## src/design/bmp_stream_decoder_defines.svh

```systemverilog
// Assertion helpers for the decoder top level.
`ifndef BMP_STREAM_DECODER_DEFINES_SVH
`define BMP_STREAM_DECODER_DEFINES_SVH

// Checked only outside reset.
`define BMP_CHECK(label, prop, msg) \
   label: assert property (@(posedge clock) disable iff (reset) prop) \
      else $error(msg);

// Checked at every edge, reset included.
`define BMP_CHECK_ALWAYS(label, prop, msg) \
   label: assert property (@(posedge clock) prop) else $error(msg);

`endif

```

## src/design/bmp_pkg.sv

```systemverilog
package bmp_pkg;

   // input word kinds
   localparam logic KIND_START = 1'b0;
   localparam logic KIND_BYTE  = 1'b1;

   // result word kinds
   localparam logic OUT_VERDICT = 1'b0;
   localparam logic OUT_PIXEL   = 1'b1;

   // verdict status codes
   localparam logic [2:0] ST_OK         = 3'd0;
   localparam logic [2:0] ST_SHORT      = 3'd1;
   localparam logic [2:0] ST_SIGNATURE  = 3'd2;
   localparam logic [2:0] ST_DIMENSIONS = 3'd3;
   localparam logic [2:0] ST_DEPTH      = 3'd4;
   localparam logic [2:0] ST_TRUNCATED  = 3'd5;
   localparam logic [2:0] ST_LIMIT      = 3'd6;

   localparam logic [31:0] HEADER_BYTES = 32'd54;

   // byte positions inside the file header
   localparam logic [31:0] OFS_SIG0    = 32'd0;
   localparam logic [31:0] OFS_SIG1    = 32'd1;
   localparam logic [31:0] OFS_DATA    = 32'd10;
   localparam logic [31:0] OFS_WIDTH   = 32'd18;
   localparam logic [31:0] OFS_HEIGHT  = 32'd22;
   localparam logic [31:0] OFS_ABS     = 32'd26;
   localparam logic [31:0] OFS_PROD    = 32'd27;
   localparam logic [31:0] OFS_DEPTH   = 32'd28;
   localparam logic [31:0] OFS_VERDICT = 32'd29;
   localparam logic [31:0] OFS_PIXELS  = 32'd30;

   localparam logic [7:0]  CHAR_B       = 8'h42;
   localparam logic [7:0]  CHAR_M       = 8'h4D;
   localparam logic [15:0] DEPTH_24     = 16'd24;
   localparam logic [15:0] DEPTH_32     = 16'd32;
   localparam logic [7:0]  ALPHA_OPAQUE = 8'hFF;

   typedef struct packed {
      logic        kind;
      logic [31:0] file_length;
      logic [7:0]  data_byte;
   } bmp_req_type;

   typedef struct packed {
      logic        out_kind;
      logic [2:0]  status;
      logic [12:0] image_width;
      logic [12:0] image_height;
      logic [7:0]  red;
      logic [7:0]  green;
      logic [7:0]  blue;
      logic [7:0]  alpha;
      logic [11:0] pixel_column;
      logic [11:0] pixel_row;
      logic        last_pixel;
   } bmp_rsp_type;

   // header parser to pixel walker; start, verdict, verdict_good and pix_byte are qualified by the advancing word
   typedef struct packed {
      logic start;
      logic verdict;
      logic verdict_good;
      logic pix_byte;
      logic depth32;
      logic flip;
   } bmp_hdr_ctl_type;

   typedef struct packed {
      logic [7:0]  red;
      logic [7:0]  green;
      logic [7:0]  blue;
      logic [7:0]  alpha;
      logic [11:0] column;
      logic [11:0] row;
      logic        last;
   } bmp_pix_type;

endpackage

```

## src/design/bmp_hdr.sv

```systemverilog
module bmp_hdr
   import bmp_pkg::*;
#(
   parameter int MAX_WIDTH  = 4096,
   parameter int MAX_HEIGHT = 4096,
   localparam int CW = $clog2(MAX_WIDTH + 1),
   localparam int RW = $clog2(MAX_HEIGHT + 1)
) (
   input  logic            clock,
   input  logic            reset,
   input  logic            fire,
   input  bmp_req_type     req,
   output bmp_hdr_ctl_type ctl,
   output logic [2:0]      vd_status,
   output logic [12:0]     vd_width,
   output logic [12:0]     vd_height,
   output logic [CW-1:0]   width,
   output logic [RW-1:0]   height
);

   logic [31:0] byte_offset_ff, byte_offset_in;
   logic [31:0] file_size_ff, file_size_in;
   logic [31:0] data_start_ff, data_start_in;
   logic [31:0] raw_width_ff, raw_width_in;
   logic [31:0] raw_height_ff, raw_height_in;
   logic [31:0] abs_height_ff, abs_height_in;
   logic [63:0] product_ff, product_in;
   logic        trunc_ff, trunc_in;
   logic [7:0]  depth_lo_ff, depth_lo_in;
   logic        sig_ok_ff, sig_ok_in;

   logic [7:0]  b;
   logic        byte_ok;
   logic [64:0] need;
   logic [15:0] depth_full;
   logic [2:0]  judge;

   assign b          = req.data_byte;
   assign depth_full = {b, depth_lo_ff};
   assign need       = {33'd0, data_start_ff} + {1'b0, product_ff[61:0], 2'b00};
   assign byte_ok    = fire && (req.kind == KIND_BYTE) && (file_size_ff >= HEADER_BYTES)
                       && (byte_offset_ff < file_size_ff);

   // checks in priority order; truncation was settled one byte earlier
   always_comb begin
      if (!sig_ok_ff) begin
         judge = ST_SIGNATURE;
      end else if (raw_width_ff[31] || (raw_width_ff == 32'd0) || (raw_height_ff == 32'd0)) begin
         judge = ST_DIMENSIONS;
      end else if ((depth_full != DEPTH_24) && (depth_full != DEPTH_32)) begin
         judge = ST_DEPTH;
      end else if (trunc_ff) begin
         judge = ST_TRUNCATED;
      end else if ((raw_width_ff > 32'(MAX_WIDTH)) || (abs_height_ff > 32'(MAX_HEIGHT))
                   || (data_start_ff < HEADER_BYTES)) begin
         judge = ST_LIMIT;
      end else begin
         judge = ST_OK;
      end
   end

   always_comb begin
      byte_offset_in = byte_offset_ff;
      file_size_in   = file_size_ff;
      data_start_in  = data_start_ff;
      raw_width_in   = raw_width_ff;
      raw_height_in  = raw_height_ff;
      abs_height_in  = abs_height_ff;
      product_in     = product_ff;
      trunc_in       = trunc_ff;
      depth_lo_in    = depth_lo_ff;
      sig_ok_in      = sig_ok_ff;
      ctl            = '0;
      vd_status      = ST_OK;
      vd_width       = '0;
      vd_height      = '0;

      ctl.depth32 = (depth_full == DEPTH_32);
      ctl.flip    = !raw_height_ff[31];

      if (fire && (req.kind == KIND_START)) begin
         ctl.start      = 1'b1;
         byte_offset_in = '0;
         file_size_in   = req.file_length;
         data_start_in  = '0;
         raw_width_in   = '0;
         raw_height_in  = '0;
         abs_height_in  = '0;
         product_in     = '0;
         trunc_in       = 1'b0;
         depth_lo_in    = '0;
         sig_ok_in      = 1'b0;
         if (req.file_length < HEADER_BYTES) begin
            ctl.verdict = 1'b1;
            vd_status   = ST_SHORT;
         end
      end else if (byte_ok) begin
         byte_offset_in = byte_offset_ff + 32'd1;
         case (byte_offset_ff)
            OFS_SIG0:            sig_ok_in            = (b == CHAR_B);
            OFS_SIG1:            sig_ok_in            = sig_ok_ff && (b == CHAR_M);
            OFS_DATA:            data_start_in[7:0]   = b;
            OFS_DATA + 32'd1:    data_start_in[15:8]  = b;
            OFS_DATA + 32'd2:    data_start_in[23:16] = b;
            OFS_DATA + 32'd3:    data_start_in[31:24] = b;
            OFS_WIDTH:           raw_width_in[7:0]    = b;
            OFS_WIDTH + 32'd1:   raw_width_in[15:8]   = b;
            OFS_WIDTH + 32'd2:   raw_width_in[23:16]  = b;
            OFS_WIDTH + 32'd3:   raw_width_in[31:24]  = b;
            OFS_HEIGHT:          raw_height_in[7:0]   = b;
            OFS_HEIGHT + 32'd1:  raw_height_in[15:8]  = b;
            OFS_HEIGHT + 32'd2:  raw_height_in[23:16] = b;
            OFS_HEIGHT + 32'd3:  raw_height_in[31:24] = b;
            // height is complete: take its magnitude, then multiply, then compare
            OFS_ABS: begin
               abs_height_in = raw_height_ff[31] ? (32'd0 - raw_height_ff) : raw_height_ff;
            end
            OFS_PROD: product_in = {32'd0, raw_width_ff} * {32'd0, abs_height_ff};
            OFS_DEPTH: begin
               depth_lo_in = b;
               trunc_in    = need > {33'd0, file_size_ff};
            end
            OFS_VERDICT: begin
               ctl.verdict      = 1'b1;
               ctl.verdict_good = (judge == ST_OK);
               vd_status        = judge;
               if (judge == ST_OK) begin
                  vd_width  = raw_width_ff[12:0];
                  vd_height = abs_height_ff[12:0];
               end
            end
            default: begin
            end
         endcase
         ctl.pix_byte = (byte_offset_ff >= OFS_PIXELS) && (byte_offset_ff >= data_start_ff);
      end
   end

   assign width  = raw_width_ff[CW-1:0];
   assign height = abs_height_ff[RW-1:0];

   always_ff @(posedge clock) begin
      if (reset) begin
         byte_offset_ff <= '0;
         file_size_ff   <= '0;
         data_start_ff  <= '0;
         raw_width_ff   <= '0;
         raw_height_ff  <= '0;
         abs_height_ff  <= '0;
         product_ff     <= '0;
         trunc_ff       <= 1'b0;
         depth_lo_ff    <= '0;
         sig_ok_ff      <= 1'b0;
      end else begin
         byte_offset_ff <= byte_offset_in;
         file_size_ff   <= file_size_in;
         data_start_ff  <= data_start_in;
         raw_width_ff   <= raw_width_in;
         raw_height_ff  <= raw_height_in;
         abs_height_ff  <= abs_height_in;
         product_ff     <= product_in;
         trunc_ff       <= trunc_in;
         depth_lo_ff    <= depth_lo_in;
         sig_ok_ff      <= sig_ok_in;
      end
   end

endmodule

```

## src/design/bmp_pix.sv

```systemverilog
module bmp_pix
   import bmp_pkg::*;
#(
   parameter int MAX_WIDTH  = 4096,
   parameter int MAX_HEIGHT = 4096,
   localparam int CW = $clog2(MAX_WIDTH + 1),
   localparam int RW = $clog2(MAX_HEIGHT + 1),
   localparam int UW = $clog2(MAX_WIDTH * 4 + 1)
) (
   input  logic            clock,
   input  logic            reset,
   input  bmp_hdr_ctl_type ctl,
   input  logic [7:0]      data_byte,
   input  logic [CW-1:0]   width,
   input  logic [RW-1:0]   height,
   output logic            pix_emit,
   output bmp_pix_type     pix
);

   logic          active_ff, active_in;
   logic          depth32_ff, depth32_in;
   logic          flip_ff, flip_in;
   logic [CW-1:0] w_ff, w_in;
   logic [RW-1:0] h_ff, h_in;
   logic [UW-1:0] used_ff, used_in;
   logic [UW-1:0] row_size_ff, row_size_in;
   logic [UW-1:0] row_byte_ff, row_byte_in;
   logic [CW-1:0] col_ff, col_in;
   logic [RW-1:0] row_ff, row_in;
   logic [1:0]    bip_ff, bip_in;
   logic [23:0]   pbytes_ff, pbytes_in;

   logic [UW-1:0] wx;
   logic [UW-1:0] used_calc;
   logic [UW:0]   pad_sum;
   logic [UW-1:0] row_calc;
   logic [UW-1:0] row_byte_inc;
   logic [RW-1:0] row_inc;
   logic [CW-1:0] col_inc;
   logic [RW-1:0] dest_row;
   logic [1:0]    last_bip;

   assign wx           = UW'(width);
   assign used_calc    = ctl.depth32 ? (wx << 2) : ((wx << 1) + wx);
   assign pad_sum      = {1'b0, used_calc} + (UW+1)'(3);
   assign row_calc     = UW'({pad_sum[UW:2], 2'b00});
   assign row_byte_inc = row_byte_ff + UW'(1);
   assign row_inc      = row_ff + RW'(1);
   assign col_inc      = col_ff + CW'(1);
   assign dest_row     = flip_ff ? (h_ff - RW'(1) - row_ff) : row_ff;
   assign last_bip     = depth32_ff ? 2'd3 : 2'd2;

   always_comb begin
      active_in   = active_ff;
      depth32_in  = depth32_ff;
      flip_in     = flip_ff;
      w_in        = w_ff;
      h_in        = h_ff;
      used_in     = used_ff;
      row_size_in = row_size_ff;
      row_byte_in = row_byte_ff;
      col_in      = col_ff;
      row_in      = row_ff;
      bip_in      = bip_ff;
      pbytes_in   = pbytes_ff;
      pix_emit    = 1'b0;

      pix.red    = depth32_ff ? pbytes_ff[23:16] : data_byte;
      pix.green  = pbytes_ff[15:8];
      pix.blue   = pbytes_ff[7:0];
      pix.alpha  = depth32_ff ? data_byte : ALPHA_OPAQUE;
      pix.column = 12'(col_ff);
      pix.row    = 12'(dest_row);
      pix.last   = (row_inc == h_ff) && (col_inc == w_ff);

      if (ctl.start) begin
         active_in   = 1'b0;
         row_byte_in = '0;
         col_in      = '0;
         row_in      = '0;
         bip_in      = '0;
         pbytes_in   = '0;
      end else if (ctl.verdict_good) begin
         active_in   = 1'b1;
         depth32_in  = ctl.depth32;
         flip_in     = ctl.flip;
         w_in        = width;
         h_in        = height;
         used_in     = used_calc;
         row_size_in = row_calc;
      end else if (ctl.pix_byte && active_ff) begin
         if (row_ff >= h_ff) begin
            active_in = 1'b0;
         end else begin
            if (row_byte_ff < used_ff) begin
               if (bip_ff == last_bip) begin
                  pix_emit  = 1'b1;
                  col_in    = col_inc;
                  pbytes_in = '0;
                  bip_in    = '0;
               end else begin
                  case (bip_ff)
                     2'd0:    pbytes_in[7:0]   = data_byte;
                     2'd1:    pbytes_in[15:8]  = data_byte;
                     default: pbytes_in[23:16] = data_byte;
                  endcase
                  bip_in = bip_ff + 2'd1;
               end
            end
            // end of row, padding included
            if (row_byte_inc >= row_size_ff) begin
               row_byte_in = '0;
               col_in      = '0;
               row_in      = row_inc;
               if (row_inc >= h_ff) begin
                  active_in = 1'b0;
               end
            end else begin
               row_byte_in = row_byte_inc;
            end
         end
      end
   end

   always_ff @(posedge clock) begin
      if (reset) begin
         active_ff   <= 1'b0;
         depth32_ff  <= 1'b0;
         flip_ff     <= 1'b0;
         w_ff        <= '0;
         h_ff        <= '0;
         used_ff     <= '0;
         row_size_ff <= '0;
         row_byte_ff <= '0;
         col_ff      <= '0;
         row_ff      <= '0;
         bip_ff      <= '0;
         pbytes_ff   <= '0;
      end else begin
         active_ff   <= active_in;
         depth32_ff  <= depth32_in;
         flip_ff     <= flip_in;
         w_ff        <= w_in;
         h_ff        <= h_in;
         used_ff     <= used_in;
         row_size_ff <= row_size_in;
         row_byte_ff <= row_byte_in;
         col_ff      <= col_in;
         row_ff      <= row_in;
         bip_ff      <= bip_in;
         pbytes_ff   <= pbytes_in;
      end
   end

endmodule

```

## src/design/bmp_stream_decoder.sv

```systemverilog
//  channel  direction  handshake             word
//  req      in         req_valid/req_stall   bmp_req_type: start with length, or one file byte
//  rsp      out        rsp_valid/rsp_stall   bmp_rsp_type: header verdict or one RGBA pixel
//
//  One word per cycle sustained while the result is not stalled; an accepted word is
//  held in the input register, decoded, and its result is presented from the result
//  register, the two registers around the decode logic.
//  Reset is synchronous and clears all counters and the valid bits of both registers.
//  A stalled result holds and lets one more word into the input register; further
//  words then wait until the result is taken.
`include "bmp_stream_decoder_defines.svh"

module bmp_stream_decoder
   import bmp_pkg::*;
#(
   parameter int MAX_WIDTH  = 4096,
   parameter int MAX_HEIGHT = 4096
) (
   input  logic        clock,
   input  logic        reset,
   input  logic        req_valid,
   output logic        req_stall,
   input  bmp_req_type req_data,
   output logic        rsp_valid,
   input  logic        rsp_stall,
   output bmp_rsp_type rsp_data
);

   localparam int CW = $clog2(MAX_WIDTH + 1);
   localparam int RW = $clog2(MAX_HEIGHT + 1);

   logic            in_valid_ff, in_valid_in;
   bmp_req_type     in_data_ff, in_data_in;
   logic            rsp_valid_ff, rsp_valid_in;
   bmp_rsp_type     rsp_data_ff, rsp_data_in;

   logic            advance;
   logic            fire;
   logic            req_accept;
   bmp_hdr_ctl_type hdr_ctl;
   logic [2:0]      vd_status;
   logic [12:0]     vd_width;
   logic [12:0]     vd_height;
   logic [CW-1:0]   geo_width;
   logic [RW-1:0]   geo_height;
   logic            pix_emit;
   bmp_pix_type     pix;

   assign advance    = !rsp_valid_ff || !rsp_stall;
   assign fire       = in_valid_ff && advance;
   assign req_stall  = in_valid_ff && !advance;
   assign req_accept = req_valid && !req_stall;

   bmp_hdr #(
      .MAX_WIDTH  (MAX_WIDTH),
      .MAX_HEIGHT (MAX_HEIGHT)
   ) u_hdr (
      .clock     (clock),
      .reset     (reset),
      .fire      (fire),
      .req       (in_data_ff),
      .ctl       (hdr_ctl),
      .vd_status (vd_status),
      .vd_width  (vd_width),
      .vd_height (vd_height),
      .width     (geo_width),
      .height    (geo_height)
   );

   bmp_pix #(
      .MAX_WIDTH  (MAX_WIDTH),
      .MAX_HEIGHT (MAX_HEIGHT)
   ) u_pix (
      .clock     (clock),
      .reset     (reset),
      .ctl       (hdr_ctl),
      .data_byte (in_data_ff.data_byte),
      .width     (geo_width),
      .height    (geo_height),
      .pix_emit  (pix_emit),
      .pix       (pix)
   );

   always_comb begin
      in_valid_in = in_valid_ff;
      in_data_in  = in_data_ff;
      if (req_accept) begin
         in_valid_in = 1'b1;
         in_data_in  = req_data;
      end else if (fire) begin
         in_valid_in = 1'b0;
      end

      rsp_valid_in = rsp_valid_ff;
      rsp_data_in  = rsp_data_ff;
      if (advance) begin
         rsp_valid_in = fire && (hdr_ctl.verdict || pix_emit);
         rsp_data_in  = '0;
         if (hdr_ctl.verdict) begin
            rsp_data_in.out_kind     = OUT_VERDICT;
            rsp_data_in.status       = vd_status;
            rsp_data_in.image_width  = vd_width;
            rsp_data_in.image_height = vd_height;
         end else begin
            rsp_data_in.out_kind     = OUT_PIXEL;
            rsp_data_in.status       = ST_OK;
            rsp_data_in.red          = pix.red;
            rsp_data_in.green        = pix.green;
            rsp_data_in.blue         = pix.blue;
            rsp_data_in.alpha        = pix.alpha;
            rsp_data_in.pixel_column = pix.column;
            rsp_data_in.pixel_row    = pix.row;
            rsp_data_in.last_pixel   = pix.last;
         end
      end
   end

   always_ff @(posedge clock) begin
      if (reset) begin
         in_valid_ff  <= 1'b0;
         rsp_valid_ff <= 1'b0;
      end else begin
         in_valid_ff  <= in_valid_in;
         rsp_valid_ff <= rsp_valid_in;
      end
      in_data_ff  <= in_data_in;
      rsp_data_ff <= rsp_data_in;
   end

   assign rsp_valid = rsp_valid_ff;
   assign rsp_data  = rsp_data_ff;

   `BMP_CHECK(a_in_hold, in_valid_ff && !fire |=> in_valid_ff && $stable(in_data_ff), "held input word lost")
   `BMP_CHECK(a_one_source, !(hdr_ctl.verdict && pix_emit), "verdict and pixel in one word")
   `BMP_CHECK(a_emit_on_fire, (hdr_ctl.verdict || pix_emit) |-> fire, "result from a word not advancing")
   `BMP_CHECK_ALWAYS(a_reset_empty, reset |=> !rsp_valid_ff && !in_valid_ff, "registers not empty after reset")

endmodule
```

## config.mk

```make
export PLATFORM = sky130hd
export DESIGN_NAME = bmp_stream_decoder
export DESIGN_NICKNAME = d
export VERILOG_FILES = /design/src/design/bmp_pkg.sv /design/src/design/bmp_hdr.sv /design/src/design/bmp_pix.sv /design/src/design/bmp_stream_decoder.sv
export VERILOG_INCLUDE_DIRS = /design/src /design/src/design
export SDC_FILE = /design/constraint.sdc
export NUM_CORES = 2
export LEC_CHECK = 0
export BUFFER_PORTS_ARGS = -buffer_cell sky130_fd_sc_hd__buf_2
export CAP_MARGIN = 10
export CORE_UTILIZATION = 30
export CTS_BUF_LIST = sky130_fd_sc_hd__clkbuf_16
export CTS_CLUSTER_DIAMETER = 100
export DETAILED_ROUTE_END_ITERATION = 10
export GPL_ROUTABILITY_DRIVEN = 0
export PLACE_DENSITY = 0.53
export SYNTH_ARGS = -nofsm -noshare
export SYNTH_HDL_FRONTEND = slang
export SYNTH_SLANG_ARGS = --single-unit
```

## constraint.sdc

```tcl
create_clock -name clock -period 9.43 [get_ports clock]
set_input_delay 1.4145 -clock clock [delete_from_list [all_inputs] [get_ports clock]]
set_output_delay 1.4145 -clock clock [all_outputs]
set_load 0.02 [all_outputs]
```

# --- Word level (Yosys, flattened, before mapping) ---
# Cells that the tools add are included.
word_totals:
  elab_cells: 221
  inputBits: 45
  output_inout_bits: 89
  register_bits: 518
classes:
  bitwise: 8
  n_addsub: 11
  reduce_logical: 67
  eq_ne: 27
  n_lt_le_gt_ge: 13
  multipliers: 1
  mux: 45
op_table:
  columns: ["op", "count"]
  rows:
  - ["$eq A32 B5 Y1 const B", 12]
  - ["$eq A32 B4 Y1 const B", 4]
  - ["$logic_not A32 Y1", 3]
  - ["$add A32 B64 Y65", 1]
  - ["$gt A65 B32 Y1", 1]
  - ["$gt A32 B13 Y1 const B", 2]
  - ["$lt A32 B6 Y1 const B", 2]
  - ["$mul A32 B32 Y62", 1]
  - ["$mux W8", 5]
  - ["$mux W13", 3]
  - ["$reduce_and A2 Y1", 17]
  - ["$add A32 B1 Y32 const B", 1]
  - ["$eq A32 B1 Y1 const B", 1]
  - ["$ge A32 B32 Y1", 1]
  - ["$ge A32 B5 Y1 const B", 1]
  - ["$ge A32 B6 Y1 const B", 1]
  - ["$lt A32 B32 Y1", 1]
  - ["$mux W32", 1]
  - ["$sub A1 B32 Y32 const A", 1]
  - ["$mux W15", 2]
  - ["$mux W3", 9]
  - ["$add A13 B1 Y13 const B", 2]
  - ["$eq A13 B13 Y1", 2]
  - ["$ge A13 B13 Y1", 2]
  - ["other kinds (34)", 96]

# --- Logic depth before layout (Yosys ltp) ---
logic_depth:
  ltp_word: 18
  mapped_depth: 31
  ltp_nobuf: 28

# --- Cells and area by module ---
# Synthesis repeated with hierarchy kept, for this count alone.
hier_totals:
  hier_cells: 7024
  area_unflattened_um2: 62401.1
modules_own_cells:
  columns: ["module", "instances", "seq_area_each_um2", "area_per_inst_um2", "cells_each"]
  rows:
  - ["bmp_hdr", 1, 5285.1, 49184.7, 5712]
  - ["bmp_pix", 1, 2482.4, 8689.6, 1077]
  - ["bmp_stream_decoder", 1, 3883.7, 4526.8, 235]

# --- Worst setup path before layout ---
# OpenSTA, ideal clock, no wires.
synth_path:
  path_kind: "register -> register"
  startpoint: "register u_hdr.raw_width_ff[1]"
  endpoint: "register u_hdr.product_ff[55]"
  arrival_time_ns: 7.899
  period_less_slack_ns: 8.005
  setup_slack_ns: 1.425
  path_buffers: 3
  setup_time_ns: 0.106
  required_ns: 9.324
  stages_incl_launch_ff: 26
  cell_sequence: "dfxtp_1 -> clkbuf_1 -> clkbuf_1 -> nand2_1 -> fa_1 -> fa_1 -> inv_1 -> fa_1 -> fa_1 -> fa_1 -> fa_1 -> fa_1 -> inv_1 -> fa_1 -> inv_1 -> ha_1 -> clkbuf_1 -> and3_1 -> nand3_1 -> a2111oi_0 -> o311ai_0 -> a31o_2 -> a21oi_1 -> a31oi_1 -> or4_1 -> o311ai_0"
synth_via:
  elab_chain_len: 1
synth_rtl:
  columns: ["item", "line", "rtl"]
  rows:
  - ["start, declared", "bmp_hdr.sv:24", "logic [31:0] raw_width_ff, raw_width_in;"]
  - ["start signal, assigned", "bmp_hdr.sv:158", "raw_width_ff <= raw_width_in;"]
  - ["$mul A32 B32 Y62", "bmp_hdr.sv:118", "OFS_PROD: product_in = {32'd0, raw_width_ff} * {32'd0, abs_height_ff};"]
  - ["end signal, assigned", "bmp_hdr.sv:161", "product_ff <= product_in;"]
  - ["end, declared", "bmp_hdr.sv:27", "logic [63:0] product_ff, product_in;"]
# No other way between the ends.
# A chain may end at the register's enable or synchronous reset.

# --- Worst setup path in the final report ---
layout_path:
  startpoint: "register u_hdr.raw_width_ff[5]"
  endpoint: "register u_hdr.product_ff[60]"
# The elaborated chain is that of the path after synthesis.

==> out/qor.yml <==
worst_setup_path:
  critPathBufInv: 8
  cp.depth: 28
  crit_path_start_kind: "flip-flop"
  critPathMaxFanout: 16
  r2r_cells: 28
  cp_top_family: "adder cells"
  cp.required_ps: 9980
  arrival_ps: 9450
  critPathMostFrequentCell: "fa_1"
  crit_type: "reg2reg"
  slowest_stage: "dfxtp_1"
  slowest_delay_ps: 1030
  worstSetupEndpointType: "flip-flop"
drt:
  final_antenna_net_count: 0
  wire_per_inst_um: 19.2
  wirelength_um: 189000
  via_per_inst: 4.97
  vias: 48800
  drc: 0
  drt-initial-drc-count: 3216
  first_pass_iters: 6
logic_synthesis:
  synth_top_cell_area_share_pct: 29.1
  synth_edf_count: 128
  seq_area_frac_synth_pct: 18.8
  ys.flop_type: "dfxtp_1"
  synth_warnings: 0
  ys_types: 82
  syn_nets: 8535
  synth.area.top_cells: "fa_1 29%, dfxtp_1 13%, ha_1 9.4%"
  synth_top_cell_by_area: "fa_1"
  synthArstFlopShare_pct: 0
  syn-mean-instance-area_um2: 8.68
  ys_seq_elements: 518
  syn_area_um2: 61900
  synthCells: 7126
power:
  comb_power_share_pct: 3.2
  sw_frac_of_total_pct: 24.9
  peakVddDrop_uv: 119
  leakagePower_nw: 31.1
  clkPwrFrac_pct: 51.1
  intPower_mw: 3.82
  powerDensity_nw_per_um2: 75.0
  power.switching_mw: 1.27
  seq_power_share_pct: 45.7
placed_design:
  dp_hpwl_um: 144000
  post_dp_cell_area_um2: 65700
  portBuffers: 133
  dp_slack_ps: 471
  placed_cells: 9688
timing:
  hold_violations: 0
  period_share_pct: 94.4
  min_period_ps: 8910
  tightest_slew_ps: 1330
  finClkSkew_ps: 43.7
  setup_tns_ps: 0
  rsz0062_at_grt: "false"
  slew_violations: 0
  relSlewSlack_pct: 11.0
  fmax_mhz: 112
  fin_ws_ps: 524
  finalSetupViolations: 0
finish:
  area_growth_pct: 9.81
  layout_commonest_cell: "inv_1"
  final_area_um2: 67900
  final_cell_mix: "1119 x inv_1, 914 x nand2_1, 898 x fa_1"
  seq_area_um2: 11700
  instances_no_fill: 9819
  drive_gt1_share_pct: 5.90
  fin_nets: 8479
  multi_input_area_um2: 44600
  fillers: 21300
clock_network:
  cts-hold-fix-buffers: 0
  htreeDepth: 3
  cts_root_buffer: "clkbuf_16"
  cts-buffers-inserted: 67
  clock-sinks: 518
  clkTransAtPathRegs_ps: 60
  cts_setup_buffers: 0
  clk_path_buf_depth: 3
  cts_tree: "yes"
  cts-resized-gates: 0
  clk_latency_ps: 670
die:
  die_w_um: 456
  core-area_um2: 205000
  start_util_pct: 30.2
  fp.dieH_um: 456
  io_pins: 134
  dieArea_um2: 208000
  std_cell_rows: 166
min_path:
  holdPathStages: 2
  min_path_type: "reg2reg"
run:
  maxCapViolCount: 0
run_status:
  run_status: "completed"
global_routing:
  grt_max_degree: 164
  antenna_found_initial: 9
  grt_pass1_wl_um: 298000
  grt_usage_pct: 18.2
  gr-total-overflow: 0
  grt_pass1_vias: 50500
## registers in the layout (all words and copies together), names as in the netlist, 24 cells and up
signal	flops
u_hdr.product_ff	62
u_pix.pbytes_ff	24
u_hdr.raw_height_ff	32
u_hdr.data_start_ff	32
rsp_data	87
u_hdr.file_size_ff	32
u_hdr.byte_offset_ff	32
u_hdr.abs_height_ff	32
u_hdr.raw_width_ff	32
in_data_ff	41
## worst reg2reg max path: cells and delay by family (launching register included)
| kind | cells | cell delay [ps] |
|---|---|---|
| DFF | 1 | 1030 |
| buffers and inverters | 8 | 1120 |
| muxes | 1 | 220 |
| adders and majority gates | 9 | 4170 |
| and+or+nand+nor | 4 | 980 |
| AOI/OAI and AO/OA | 6 | 1310 |
## area by class of cell
| type | count | share of cell area (%) |
|---|---|---|
| multi-input combinational | 5107 | 65.7 |
| clock inverter | 56 | 0.803 |
| inverter | 1105 | 6.11 |
| antenna | 7 | 0.0258 |
| sequential | 518 | 17.2 |
| tap | 2688 | 4.95 |
| clock buffer | 67 | 2.47 |
| timing repair buffer | 271 | 2.76 |
## per-layer routing
metal / global-route usage (%) / up-vias / wire length (um)
met5: 0 / - / 41
met4: 5.63 / 6 / 5880
met3: 1.94 / 268 / 8680
met2: 30.7 / 1216 / 90900
met1: 24.2 / 24700 / 83100
li1: - / 22600 / -
## kinds of logic (layout without fill, tap and decap cells)
family | after synthesis | count (layout) | synth area share [%]
compound gates | 988 | 988 | 9.71
xor+xnor | 227 | 227 | 3.21
fa+ha+maj | 1364 | 1364 | 38.5
buf+inv | 1501 | 1499 | 9.13
flops | 518 | 518 | 18.8
mux | 60 | 60 | 0.975
other cells | 0 | 7 | 0
simple gates | 2468 | 2468 | 19.6
## power groups by stage
stage | clock network (mW) | registers, mW | logic (mW)
4_1_cts | 2.67 | 2.33 | 0.163
6_report | 2.60 | 2.33 | 0.162
2_1_floorplan | 0 | 2.36 | 0.0976
3_5_place_dp | 0 | 2.38 | 0.163
5_1_grt | 2.74 | 2.33 | 0.176
3_3_place_gp | 0 | 2.38 | 0.160
## Yosys cell counts, types with 13 or more instances
cell type,instances
nor3_1,60
nor4_1,56
a21o_1,66
or3_1,36
nor2b_1,19
a31oi_1,21
a211oi_1,65
dfxtp_1,390
nor2_1,368
and3_1,71
and2_1,643
o21ai_0,193
edfxtp_1,128
nand3_1,130
a21oi_1,418
o31ai_1,23
nand2_1,915
mux2i_1,58
o211ai_1,34
fa_1,898
o21a_1,18
o21bai_1,23
inv_1,1105
clkbuf_1,384
xnor2_1,123
or2_2,18
nand4_1,67
ha_1,466
nor3b_1,13
xor2_1,104
nand2b_1,20
## final timing paths
| check | startpoint | to | slack, ps |
|---|---|---|---|
| hold reg to reg | u_pix.pbytes_ff[13] | u_pix.pbytes_ff[13] | 450 |
| setup / recovery | u_hdr.raw_width_ff[5] | u_hdr.product_ff[60] | 520 |
| hold / removal | u_pix.pbytes_ff[13] | u_pix.pbytes_ff[13] | 450 |
| setup reg to reg | u_hdr.raw_width_ff[5] | u_hdr.product_ff[60] | 520 |
## through the flow
| step | power, mW | hold WS, ps | utilization [%] |
|---|---|---|---|
| 6_report | 5.09 | 448 | 33.2 |
| 5_1_grt | 5.25 | 472 | 33.2 |
| 4_1_cts | 5.16 | 447 | 33.1 |
| 3_5_place_dp | 2.54 | 434 | 32.1 |
| 3_3_place_gp | 2.54 | 432 | 32.1 |
| 2_1_floorplan | 2.45 | 417 | - |
No activity file was read; power rests on OpenSTA's default activity.
